## src/rtl/acl_pkg.sv

```systemverilog
package acl_pkg;

  // Field widths
  localparam int SAMPLE_W   = 12;
  localparam int BTN_W      = 5;
  localparam int BLINK_W    = 10;
  localparam int CODE_W     = 4;
  localparam int FAIL_W     = 3;
  localparam int CFG_IDX_W  = 3;
  localparam int CFG_DATA_W = 12;

  // Averaging window
  localparam int AVG_DEPTH = 128;
  localparam int IDX_W     = (AVG_DEPTH > 1) ? $clog2(AVG_DEPTH) : 1;
  localparam int SUM_W     = SAMPLE_W + $clog2(AVG_DEPTH);

  // Keypad
  localparam int CODE_KEYS = 4;
  localparam logic [CODE_W-1:0] KEY_MASK =
    (CODE_KEYS >= CODE_W) ? {CODE_W{1'b1}} : CODE_W'((1 << CODE_KEYS) - 1);
  localparam logic [BTN_W-1:0]   NEW_ATTEMPT = 5'b11110;
  localparam logic [BLINK_W-1:0] COUNT_MAX   = {BLINK_W{1'b1}};

  // Register indexes
  localparam logic [CFG_IDX_W-1:0] CFG_GAS_THR    = 3'd0;
  localparam logic [CFG_IDX_W-1:0] CFG_TEMP_CODE  = 3'd1;
  localparam logic [CFG_IDX_W-1:0] CFG_BLINK_BOTH = 3'd2;
  localparam logic [CFG_IDX_W-1:0] CFG_BLINK_GAS  = 3'd3;
  localparam logic [CFG_IDX_W-1:0] CFG_BLINK_TEMP = 3'd4;
  localparam logic [CFG_IDX_W-1:0] CFG_SECRET     = 3'd5;
  localparam logic [CFG_IDX_W-1:0] CFG_MAX_WRONG  = 3'd6;

  typedef struct packed {
    logic [SAMPLE_W-1:0] gas_threshold;
    logic [SAMPLE_W-1:0] over_temp_code;
    logic [BLINK_W-1:0]  blink_both_ticks;
    logic [BLINK_W-1:0]  blink_gas_ticks;
    logic [BLINK_W-1:0]  blink_temp_ticks;
    logic [CODE_W-1:0]   secret_code;
    logic [FAIL_W-1:0]   max_wrong_attempts;
  } acl_cfg_t;

  typedef struct packed {
    logic alarm_active;
    logic alarm_lamp;
    logic siren_n;
    logic incorrect_led;
    logic blocked_led;
    logic over_temp;
  } acl_res_t;

endpackage

```

## src/rtl/acl_avg.sv

```systemverilog
module acl_avg (
  input  logic                         clk_i,
  input  logic                         rst_ni,
  input  logic                         fire_i,
  input  logic [acl_pkg::SAMPLE_W-1:0] temp_i,
  input  logic [acl_pkg::SAMPLE_W-1:0] over_temp_code_i,
  output logic                         hot_o
);
  import acl_pkg::*;

  logic [SAMPLE_W-1:0] ring_mem [AVG_DEPTH];
  logic [SAMPLE_W-1:0] rd_q;
  logic [IDX_W-1:0]    idx_q, idx_d;
  logic                wrapped_q, wrapped_d;
  logic [SUM_W-1:0]    sum_q, sum_d;
  logic [SUM_W-1:0]    limit;
  logic [SAMPLE_W-1:0] oldest;

  // entries not yet written since reset read as zero
  assign oldest = wrapped_q ? rd_q : '0;
  assign sum_d  = sum_q - SUM_W'(oldest) + SUM_W'(temp_i);
  assign limit  = SUM_W'(over_temp_code_i) * SUM_W'(AVG_DEPTH);
  assign hot_o  = sum_d > limit;

  always_comb begin
    idx_d     = idx_q;
    wrapped_d = wrapped_q;
    if (fire_i) begin
      if (idx_q == IDX_W'(AVG_DEPTH - 1)) begin
        idx_d     = '0;
        wrapped_d = 1'b1;
      end else begin
        idx_d = idx_q + IDX_W'(1);
      end
    end
  end

  // read port prefetches the slot of the next transaction, write-first
  always_ff @(posedge clk_i) begin
    if (fire_i) begin
      ring_mem[idx_q] <= temp_i;
    end
    if (fire_i && (idx_d == idx_q)) begin
      rd_q <= temp_i;
    end else begin
      rd_q <= ring_mem[idx_d];
    end
  end

  always_ff @(posedge clk_i or negedge rst_ni) begin
    if (!rst_ni) begin
      idx_q     <= '0;
      wrapped_q <= 1'b0;
      sum_q     <= '0;
    end else begin
      idx_q     <= idx_d;
      wrapped_q <= wrapped_d;
      if (fire_i) begin
        sum_q <= sum_d;
      end
    end
  end

endmodule

```

## src/rtl/acl_ctrl.sv

```systemverilog
module acl_ctrl (
  input  logic                         clk_i,
  input  logic                         rst_ni,
  input  logic                         fire_i,
  input  acl_pkg::acl_cfg_t            cfg_i,
  input  logic [acl_pkg::SAMPLE_W-1:0] gas_i,
  input  logic                         test_i,
  input  logic [acl_pkg::BTN_W-1:0]    buttons_i,
  input  logic                         hot_i,
  output acl_pkg::acl_res_t            res_o
);
  import acl_pkg::*;

  logic               alarm_q, alarm_d;
  logic               gas_l_q, gas_l_d;
  logic               temp_l_q, temp_l_d;
  logic [BLINK_W-1:0] blink_q, blink_d;
  logic               led_q, led_d;
  logic               siren_q, siren_d;
  logic               wrong_q, wrong_d;
  logic               lock_q, lock_d;
  logic [FAIL_W-1:0]  fail_q, fail_d;
  logic               gas_hit;
  logic               gas_set;
  logic               temp_set;
  logic [BLINK_W-1:0] period;
  logic               code_ok;

  assign gas_hit  = gas_i > cfg_i.gas_threshold;
  assign gas_set  = gas_l_q | gas_hit | test_i;
  assign temp_set = temp_l_q | hot_i | test_i;
  assign code_ok  = (buttons_i[BTN_W-1:1] & KEY_MASK) == (cfg_i.secret_code & KEY_MASK);

  always_comb begin
    priority if (gas_set && temp_set) begin
      period = cfg_i.blink_both_ticks;
    end else if (gas_set) begin
      period = cfg_i.blink_gas_ticks;
    end else begin
      period = cfg_i.blink_temp_ticks;
    end
  end

  always_comb begin
    alarm_d  = alarm_q | gas_hit | hot_i | test_i;
    gas_l_d  = gas_set;
    temp_l_d = temp_set;
    blink_d  = blink_q;
    led_d    = led_q;
    siren_d  = siren_q;
    wrong_d  = wrong_q;
    lock_d   = lock_q;
    fail_d   = fail_q;

    if (alarm_d) begin
      if (blink_q != COUNT_MAX) begin
        blink_d = blink_q + BLINK_W'(1);
      end
      siren_d = 1'b0;
      if (blink_d >= period) begin
        blink_d = '0;
        led_d   = ~led_q;
      end
    end else begin
      led_d    = 1'b0;
      siren_d  = 1'b1;
      gas_l_d  = 1'b0;
      temp_l_d = 1'b0;
    end

    // keypad; a correct code leaves LED and siren for the next tick
    if (fail_q < cfg_i.max_wrong_attempts) begin
      if (buttons_i == NEW_ATTEMPT) begin
        wrong_d = 1'b0;
      end
      if (buttons_i[0] && !wrong_d && alarm_d) begin
        if (code_ok) begin
          alarm_d = 1'b0;
          fail_d  = '0;
        end else begin
          wrong_d = 1'b1;
          fail_d  = fail_q + FAIL_W'(1);
        end
      end
    end else begin
      lock_d = 1'b1;
    end
  end

  assign res_o.alarm_active  = alarm_d;
  assign res_o.alarm_lamp    = led_d;
  assign res_o.siren_n       = siren_d;
  assign res_o.incorrect_led = wrong_d;
  assign res_o.blocked_led   = lock_d;
  assign res_o.over_temp     = hot_i;

  always_ff @(posedge clk_i or negedge rst_ni) begin
    if (!rst_ni) begin
      alarm_q  <= 1'b0;
      gas_l_q  <= 1'b0;
      temp_l_q <= 1'b0;
      blink_q  <= '0;
      led_q    <= 1'b0;
      siren_q  <= 1'b1;
      wrong_q  <= 1'b0;
      lock_q   <= 1'b0;
      fail_q   <= '0;
    end else if (fire_i) begin
      alarm_q  <= alarm_d;
      gas_l_q  <= gas_l_d;
      temp_l_q <= temp_l_d;
      blink_q  <= blink_d;
      led_q    <= led_d;
      siren_q  <= siren_d;
      wrong_q  <= wrong_d;
      lock_q   <= lock_d;
      fail_q   <= fail_d;
    end
  end

endmodule

```

## src/rtl/alarm_controller_with_code_lockout_core.sv

```systemverilog
// Channel   Direction  Handshake                 Payload
// in        sink       in_valid_i / in_stall_o   temp_sample, gas_sample, test_button,
//                                                code_buttons
// out       source     out_valid_o / out_stall_i alarm_active, alarm_lamp, siren_n,
//                                                incorrect_led, blocked_led, over_temp
// cfg       sink       cfg_we_i                  cfg_idx_i selects, cfg_data_i
//
// One transaction per cycle sustained while out_stall_i lets results leave; after the
// accepting edge a transaction goes from the input register, through all tick logic,
// into the result register, which raises out_valid_o. The rate rests on the running
// sum; its ring memory prefetches the next slot's oldest sample into a read register.
// Reset clears state and loads register defaults; a wrap flag masks ring contents
// until the first full pass. A held result stalls input only when it is not taken.
module alarm_controller_with_code_lockout_core (
  input  logic                           clk_i,
  input  logic                           rst_ni,
  // configuration
  input  logic                           cfg_we_i,
  input  logic [acl_pkg::CFG_IDX_W-1:0]  cfg_idx_i,
  input  logic [acl_pkg::CFG_DATA_W-1:0] cfg_data_i,
  // tick input
  input  logic                           in_valid_i,
  output logic                           in_stall_o,
  input  logic [acl_pkg::SAMPLE_W-1:0]   temp_sample_i,
  input  logic [acl_pkg::SAMPLE_W-1:0]   gas_sample_i,
  input  logic                           test_button_i,
  input  logic [acl_pkg::BTN_W-1:0]      code_buttons_i,
  // tick result
  output logic                           out_valid_o,
  input  logic                           out_stall_i,
  output logic                           alarm_active_o,
  output logic                           alarm_lamp_o,
  output logic                           siren_n_o,
  output logic                           incorrect_led_o,
  output logic                           blocked_led_o,
  output logic                           over_temp_o
);
  import acl_pkg::*;

  acl_cfg_t            cfg_q;
  logic                in_vld_q;
  logic [SAMPLE_W-1:0] temp_q;
  logic [SAMPLE_W-1:0] gas_q;
  logic                test_q;
  logic [BTN_W-1:0]    btn_q;
  logic                out_vld_q;
  acl_res_t            res_q;
  acl_res_t            res;
  logic                adv;
  logic                fire;
  logic                accept;
  logic                hot;

  // result slot free, or its transaction leaves this cycle
  assign adv        = !out_vld_q || !out_stall_i;
  assign fire       = in_vld_q && adv;
  assign in_stall_o = in_vld_q && !adv;
  assign accept     = in_valid_i && !in_stall_o;

  // configuration registers
  always_ff @(posedge clk_i or negedge rst_ni) begin
    if (!rst_ni) begin
      cfg_q.gas_threshold      <= SAMPLE_W'(2047);
      cfg_q.over_temp_code     <= SAMPLE_W'(620);
      cfg_q.blink_both_ticks   <= BLINK_W'(10);
      cfg_q.blink_gas_ticks    <= BLINK_W'(100);
      cfg_q.blink_temp_ticks   <= BLINK_W'(50);
      cfg_q.secret_code        <= CODE_W'(3);
      cfg_q.max_wrong_attempts <= FAIL_W'(5);
    end else if (cfg_we_i) begin
      unique case (cfg_idx_i)
        CFG_GAS_THR:    cfg_q.gas_threshold      <= cfg_data_i;
        CFG_TEMP_CODE:  cfg_q.over_temp_code     <= cfg_data_i;
        CFG_BLINK_BOTH: cfg_q.blink_both_ticks   <= cfg_data_i[BLINK_W-1:0];
        CFG_BLINK_GAS:  cfg_q.blink_gas_ticks    <= cfg_data_i[BLINK_W-1:0];
        CFG_BLINK_TEMP: cfg_q.blink_temp_ticks   <= cfg_data_i[BLINK_W-1:0];
        CFG_SECRET:     cfg_q.secret_code        <= cfg_data_i[CODE_W-1:0];
        CFG_MAX_WRONG:  cfg_q.max_wrong_attempts <= cfg_data_i[FAIL_W-1:0];
        default: ;
      endcase
    end
  end

  // input register
  always_ff @(posedge clk_i or negedge rst_ni) begin
    if (!rst_ni) begin
      in_vld_q <= 1'b0;
    end else if (accept) begin
      in_vld_q <= 1'b1;
    end else if (fire) begin
      in_vld_q <= 1'b0;
    end
  end

  always_ff @(posedge clk_i) begin
    if (accept) begin
      temp_q <= temp_sample_i;
      gas_q  <= gas_sample_i;
      test_q <= test_button_i;
      btn_q  <= code_buttons_i;
    end
  end

  // running average of temperature
  acl_avg u_avg (
    .clk_i            (clk_i),
    .rst_ni           (rst_ni),
    .fire_i           (fire),
    .temp_i           (temp_q),
    .over_temp_code_i (cfg_q.over_temp_code),
    .hot_o            (hot)
  );

  // alarm latch, blinker, siren and keypad lockout
  acl_ctrl u_ctrl (
    .clk_i     (clk_i),
    .rst_ni    (rst_ni),
    .fire_i    (fire),
    .cfg_i     (cfg_q),
    .gas_i     (gas_q),
    .test_i    (test_q),
    .buttons_i (btn_q),
    .hot_i     (hot),
    .res_o     (res)
  );

  // result register
  always_ff @(posedge clk_i or negedge rst_ni) begin
    if (!rst_ni) begin
      out_vld_q <= 1'b0;
    end else if (fire) begin
      out_vld_q <= 1'b1;
    end else if (!out_stall_i) begin
      out_vld_q <= 1'b0;
    end
  end

  always_ff @(posedge clk_i) begin
    if (fire) begin
      res_q <= res;
    end
  end

  assign out_valid_o     = out_vld_q;
  assign alarm_active_o  = res_q.alarm_active;
  assign alarm_lamp_o    = res_q.alarm_lamp;
  assign siren_n_o       = res_q.siren_n;
  assign incorrect_led_o = res_q.incorrect_led;
  assign blocked_led_o   = res_q.blocked_led;
  assign over_temp_o     = res_q.over_temp;

endmodule

```

## config.mk

```make
export PLATFORM = sky130hd
export DESIGN_NAME = alarm_controller_with_code_lockout_core
export DESIGN_NICKNAME = d
export VERILOG_FILES = /design/src/rtl/acl_pkg.sv /design/src/rtl/acl_avg.sv /design/src/rtl/acl_ctrl.sv /design/src/rtl/alarm_controller_with_code_lockout_core.sv
export SDC_FILE = /design/constraint.sdc
export NUM_CORES = 2
export LEC_CHECK = 0
export BUFFER_PORTS_ARGS = -buffer_cell sky130_fd_sc_hd__clkbuf_2
export CORE_MARGIN = 2
export CORE_UTILIZATION = 35
export CTS_CLUSTER_SIZE = 14
export DETAILED_ROUTE_END_ITERATION = 10
export HOLD_SLACK_MARGIN = 0.02
export PLACE_DENSITY = 0.53
export SYNTH_ARGS = -nofsm -noshare
export SYNTH_HDL_FRONTEND = slang
export SYNTH_SLANG_ARGS = --single-unit
export TNS_END_PERCENT = 5
```

## constraint.sdc

```tcl
create_clock -name clk_i -period 24.7 [get_ports clk_i]
set_input_delay 4.94 -clock clk_i [delete_from_list [all_inputs] [get_ports clk_i]]
set_output_delay 4.94 -clock clk_i [all_outputs]
set_load 0.005 [all_outputs]
```

; ---- Word-level counts from Yosys, hierarchy flattened
; Memories as Yosys holds them, arrays and structs flattened. A register that Yosys moved wholly into a read port is not among the register bits.
; Index checks and enable logic that the tools add are counted.
[totals]
mem_bits_rw = 1536
n_memories = 1
output_inout_bits = 8
word_cells = 112
ff_bits = 145
[classes]
addsub = 5
reduce_logical = 24
n_eq_ne = 11
n_mux = 29
bitwise_logic = 8
magnitude_cmp = 4
[mem_list]
columns = name, depth, word_bits, read_ports, rd_clocked_by_memory_dff, write_ports, line_no
row1 = u_avg.ring_mem, 128, 12, 1, 1, 1, acl_avg.sv:11  ; logic [SAMPLE_W-1:0] ring_mem [AVG_DEPTH];
[op_table]
columns = operator, n
row1 = 10-bit 2-to-1 mux, 5
row2 = 1-bit 2-to-1 mux, 20
row3 = 19-bit by 12-bit adder with 19-bit output, 1
row4 = 19-bit greater-than comparator, 1
row5 = 19-bit by 12-bit subtractor with 19-bit output, 1
row6 = 2-bit AND reduction, 9
row7 = 7-bit 2-to-1 mux, 2
row8 = 12-bit greater-than comparator, 1
row9 = 12-bit 2-to-1 mux, 1
row10 = "10-bit by 1-bit adder with 10-bit output, second input constant", 1
row11 = 10-bit >= comparator, 1
row12 = "10-bit != test, second input constant", 1
row13 = "3-bit == test, second input constant", 3
row14 = "7-bit by 1-bit adder with 7-bit output, second input constant", 1
row15 = "7-bit == test, second input constant", 1
row16 = 1-bit OR, 7
row17 = "3-bit by 2-bit == test with 1-bit output, second input constant", 2
row18 = 1-bit logical AND, 6
row19 = "5-bit == test, second input constant", 1
row20 = 1-bit zero test, 5
row21 = 4-bit == test, 1
row22 = "3-bit by 1-bit adder with 3-bit output, second input constant", 1
row23 = "3-bit by 1-bit == test with 1-bit output, second input constant", 1
row24 = 3-bit zero test, 1
row25 = other kinds (7), 7

; ---- Longest topological paths before layout
[depth]
depth_word = 11
mapped_depth = 36

; ---- Cells and area by module
; A second synthesis with hierarchy kept.
[hier_totals]
cells_unflattened = 4930
area_unflattened_um2 = 69391.6
[modules_own_cells]
columns = mod, seq_area_each_um2, area_per_inst_um2, cells_each, instances
row1 = acl_avg, 47040.1, 63651.0, 4515, 1
row2 = alarm_controller_with_code_lockout_core, 2692.6, 3707.3, 178, 1
row3 = acl_ctrl, 475.5, 2033.2, 237, 1

; ---- Worst setup path after synthesis
; No wires, ideal clock.
[synth_path]
path_type = input -> output
start = input port out_stall_i
end = output port in_stall_o
cell_stages = 2
path_slack_ns = 14.665
arrival_time_ns = 5.095
path_cell_list = nand3_1 inv_1
[synth_via]
elab_chain_cells = 4
[synth_rtl]
columns = item, line_no
row1 = start: declaration, alarm_controller_with_code_lockout_core.sv:30  ; input logic out_stall_i,
row2 = 1-bit zero test, -
row3 = 1-bit logical OR, alarm_controller_with_code_lockout_core.sv:55  ; assign adv = !out_vld_q || !out_stall_i;
row4 = 1-bit zero test, alarm_controller_with_code_lockout_core.sv:57  ; assign in_stall_o = in_vld_q && !adv;
row5 = 1-bit logical AND, alarm_controller_with_code_lockout_core.sv:57
row6 = end: declaration, alarm_controller_with_code_lockout_core.sv:23  ; output logic in_stall_o,
; Every way passes these cells.

; ---- Final worst setup path
; Same ends and word-level chain as after synthesis.

==> parameters.txt <==
Parameter                              Value

Layout
  Fill cells ... 17800
  Final net count ... approximately 5000
  Non-Filler Cell Area, Final ... 0.0785 mm²
  Proportion of layout cells with a drive suffix above 1 ... 13.9%
  Area Overhead vs Synth ... 14.0%

Run status
  Outcome ... completed

STA
  Actual transition at the worst max-transition pin ... 1.45 ns
  Clock skew after layout ... 0.0796 ns
  Final setup violation count ... 0
  Slew margin rel. ... 3.31%
  Final Cycle Share ... around 41%
  Max-slew violation total from the final report ... 0
  Post-Route Setup TNS ... 0 ns
  Max Clock Freq ... 97.6 MHz
  Hold Vio Cnt, Final ... 0
  Setup repair after global routing missed its margin ... false
  Min cycle time layout ... approximately 10 ns

Placement
  Sum of net half-perimeters after detailed placement ... 112 mm
  Post-placement cell area ... approximately 0.073 mm²
  Weighted congestion at the end of routability-driven global placement ... 0.823
  Number of input and output port buffers inserted ... 57

Drt
  Drt drc ... 0
  1st-pass router iterations ... 5
  Vias per std cell ... 5.41
  DR WL/cell ... 25.4 µm
  Final ANT Viol Nets ... 0
  Vias post-DR ... ~41000
  Total wirelength of the detailed-routed design ... roughly 190 mm
  Count of routing violations after the opening detailed-route iteration ... 4455

Power and ir drop
  Pwr Density ... between 100 and 150 mW/mm²
  Net switching share of the total power ... about a third
  Peak ir drop on the vdd network ... ~100 µV
  Logic pwr share ... 25.7%
  Sequential fraction of design power ... roughly 40%
  Switching Power ... 0.00259 W
  Lkg Pwr ... around 26 nW
  Total internal power ... 0.00542 W
  Clock network power share ... 33.1%

Global routing
  Grt total ovfl ... 0
  Pin count of the biggest net entering global routing ... between 150 and 200
  Total Routing Usage GR ... 19.2%
  Number of antenna violations at the first check in global routing ... 5
  Vias in the first global route ... between 40000 and 50000
  Global-route wire length before repair ... 283 mm

Worst setup path
  Worst reg2reg startpoint ... temp_q[1]$_DFFE_PP_
  Crit path capture type ... output port
  Depth of the most critical reg-to-reg path ... 32
  Register-to-register setup slack ... 16.39 ns
  Max FO, Critical Path ... 3
  Setup CP Type ... in2out
  Cell chain of the critical path ... clkbuf_2, nand3_1, inv_1, clkbuf_2
  Slowest Stage Delay on Critical Path ... 0.10 ns
  Worst EP arrival ... between 5 and 6 ns
  Crit-path slowest cell ... sky130_fd_sc_hd__clkbuf_2
  Critical path's top delay family ... buffers and inverters
  Required time worst endpoint ... 19.76 ns
  Reg-to-reg critical path endpoint ... alarm_lamp_o$_DFFE_PP_
  CP Buf/Inv Count ... 3
  Cell repeated most along the worst path ... sky130_fd_sc_hd__clkbuf_2
  Type of origin of the critical path ... primary input

Synthesis
  Post-synth top area cell ... sky130_fd_sc_hd__edfxtp_1
  Avg Synthesized Cell Area ... 14.5 µm²
  Synth async-reset ratio ... 6.44%
  Seq/Total Area, Yosys ... 72.9%
  Summed instance area of the synthesized netlist ... 0.0689 mm²
  Share of Yosys cell area claimed by the top area cell type ... 68.5%
  Number of standard cells after synthesis ... 4743
  Main area contributors after synthesis ... sky130_fd_sc_hd__edfxtp_1 69%, sky130_fd_sc_hd__nand2_1 4.8%, sky130_fd_sc_hd__mux4_2 3.2%
  Synth warnings ... 0
  Total nets after synthesis ... 4863
  Netlist cell types ... 73
  Most repeated cell in the gate-level netlist after synthesis ... sky130_fd_sc_hd__edfxtp_1
  #FFs+latches synth ... roughly 1700
  Top_reg_cell synth ... sky130_fd_sc_hd__edfxtp_1
  Number of flops mapped to enable cells by yosys ... between 1500 and 2000
  Leading post-synthesis cells by instance count ... 1572 x sky130_fd_sc_hd__edfxtp_1, 886 x sky130_fd_sc_hd__nand2_1, 227 x sky130_fd_sc_hd__nand3_1

Die
  Die height ... 448 µm
  Horizontal extent of the die ... about 450 µm
  IO Pins ... 58
  Overall die area ... 0.200 mm²
  Initial standard-cell utilization of the core ... 35.3%
  Rows ... 162
  Core region area ... 0.195 mm²

Job
  MaxCap Viol Count ... 0

Clock network
  CTS H-Tree Depth ... 4
  Clock transition at the registers of the reported paths ... 0.06 ns
  Post-CTS resize count ... 0
  Clock tree from TritonCTS ... built
  Postcts setup bufs ... 0
  Clock network latency to the later pin of the worst-skew pair ... around 0.84 ns
  Clock Sinks ... 1693
  Cts-stage hold buffer count ... 0
  Cell chosen for the clock root ... sky130_fd_sc_hd__clkbuf_16
  Max Buffers Root-to-Sink ... 3
  Clock buffers created by TritonCTS ... 182

Min path
  Hold Crit Endpoint ... u_ctrl.lock_q$_DFFE_PN0P_
  Min-Delay Startpoint ... u_ctrl.lock_q$_DFFE_PN0P_
  Count of cells along the worst hold path ... 1
  Worst hold-check path type ... reg2reg
sequential cells by signal, indices dropped and copies added, names as in the netlist, 3 cells and up:
name	cells
u_avg.ring_mem	1536
cfg_q	61
u_avg.sum_q	19
gas_q	12
temp_q	12
u_avg.rd_q	12
u_ctrl.blink_q	10
u_avg.idx_q	7
btn_q	5
u_ctrl.fail_q	3
layout by cell type, fill, tap and decap left out, types with 17 or more instances in the layout:
cell type	netlist	routed
sky130_fd_sc_hd__clkbuf_2	0	56
sky130_fd_sc_hd__dfrtp_1	81	81
sky130_fd_sc_hd__inv_1	94	94
sky130_fd_sc_hd__nor3_1	103	100
sky130_fd_sc_hd__nand3_1	227	227
sky130_fd_sc_hd__and3_1	160	160
sky130_fd_sc_hd__mux4_2	97	97
sky130_fd_sc_hd__clkbuf_16	0	183
sky130_fd_sc_hd__dfstp_2	28	28
sky130_fd_sc_hd__clkbuf_1	157	53
sky130_fd_sc_hd__a21oi_1	47	46
sky130_fd_sc_hd__ha_1	58	58
sky130_fd_sc_hd__nand2_1	886	886
sky130_fd_sc_hd__nor2_2	0	19
sky130_fd_sc_hd__nand4_1	20	20
sky130_fd_sc_hd__a31oi_1	55	55
sky130_fd_sc_hd__and2_1	19	18
sky130_fd_sc_hd__clkinv_2	0	19
sky130_fd_sc_hd__o21ai_0	79	79
sky130_fd_sc_hd__mux2i_1	46	46
sky130_fd_sc_hd__a32oi_1	22	22
sky130_fd_sc_hd__nor2_1	184	163
sky130_fd_sc_hd__buf_4	23	182
sky130_fd_sc_hd__a211oi_1	150	149
sky130_fd_sc_hd__o211ai_1	17	17
sky130_fd_sc_hd__edfxtp_1	1572	1572
sky130_fd_sc_hd__mux2_2	50	50
sky130_fd_sc_hd__a311oi_1	191	191
sky130_fd_sc_hd__clkinv_1	2	43
layout make-up:
| type | count | area [µm²] | share of cell area, % |
|---|---|---|---|
| sequential | 1693 | 50200 | 64.0 |
| multi-input combinational | 2643 | 17000 | 21.7 |
| clock buffer | 238 | 4810 | 6.12 |
| tap | 2624 | 3280 | 4.18 |
| timing repair buffer | 246 | 1810 | 2.30 |
| clock inverter | 92 | 978 | 1.25 |
| inverter | 99 | 414 | 0.528 |
| antenna | 1 | 2.50 | 0.00319 |
worst max path at each step:
| stage | from | to | slack [ns] | cells past startpoint |
|---|---|---|---|---|
| 6_report | out_stall_i | in_stall_o | 14.45 | 4 |
| 3_3_place_gp | out_stall_i | u_avg.rd_q[5]$_DFF_P_ | 13.98 | 14 |
| 4_1_cts | out_stall_i | in_stall_o | 14.45 | 4 |
| 2_1_floorplan | out_stall_i | in_stall_o | 14.67 | 2 |
| 5_1_grt | out_stall_i | in_stall_o | 14.39 | 4 |
| 3_5_place_dp | out_stall_i | u_avg.rd_q[1]$_DFF_P_ | 14.04 | 14 |
logic make-up (layout without fill, tap and decap cells):
family,count (synthesis),after routing,synth area share [%]
AO/OA/AOI/OAI,682,682,7.35
XOR/XNOR,25,25,0.318
adder cells (fa/ha/maj),70,70,1.40
buffers and inverters,407,675,2.62
flip-flops,1693,1693,72.9
multiplexers,193,193,4.66
other,0,1,0
AND/OR/NAND/NOR,1673,1673,10.8
stage by stage:
stage	worst slack, ns	power, W	hold slack, ns	instances	utilization [%]
global route	14.39	0.00837	0.477	7636	40.2
global placement	13.98	0.00541	0.430	7305	37.2
floorplan	14.67	0.00472	0.420	4743	-
CTS	14.45	0.00807	0.450	7635	40.2
finish	14.45	0.00801	0.445	7636	40.2
detailed placement	14.04	0.00543	0.437	7305	37.3
power groups by stage:
stage | Combinational [W] | Sequential (W) | Clock [W]
after floorplan | 0.00136 | 0.00336 | 0
after global placement | 0.00205 | 0.00336 | 0
after detailed placement | 0.00207 | 0.00336 | 0
after CTS | 0.00207 | 0.00330 | 0.00270
after global routing | 0.00225 | 0.00331 | 0.00281
final | 0.00206 | 0.00330 | 0.00266
routing by layer:
layer	share of wire (%)	up-vias	track usage (%)
met5	0.030	-	0
met4	2.4	6	5.51
met3	6.4	251	3.10
met2	48	1394	31.1
met1	43	21300	26.6
li1	-	18400	-
Power figures use the tool's default switching activity.
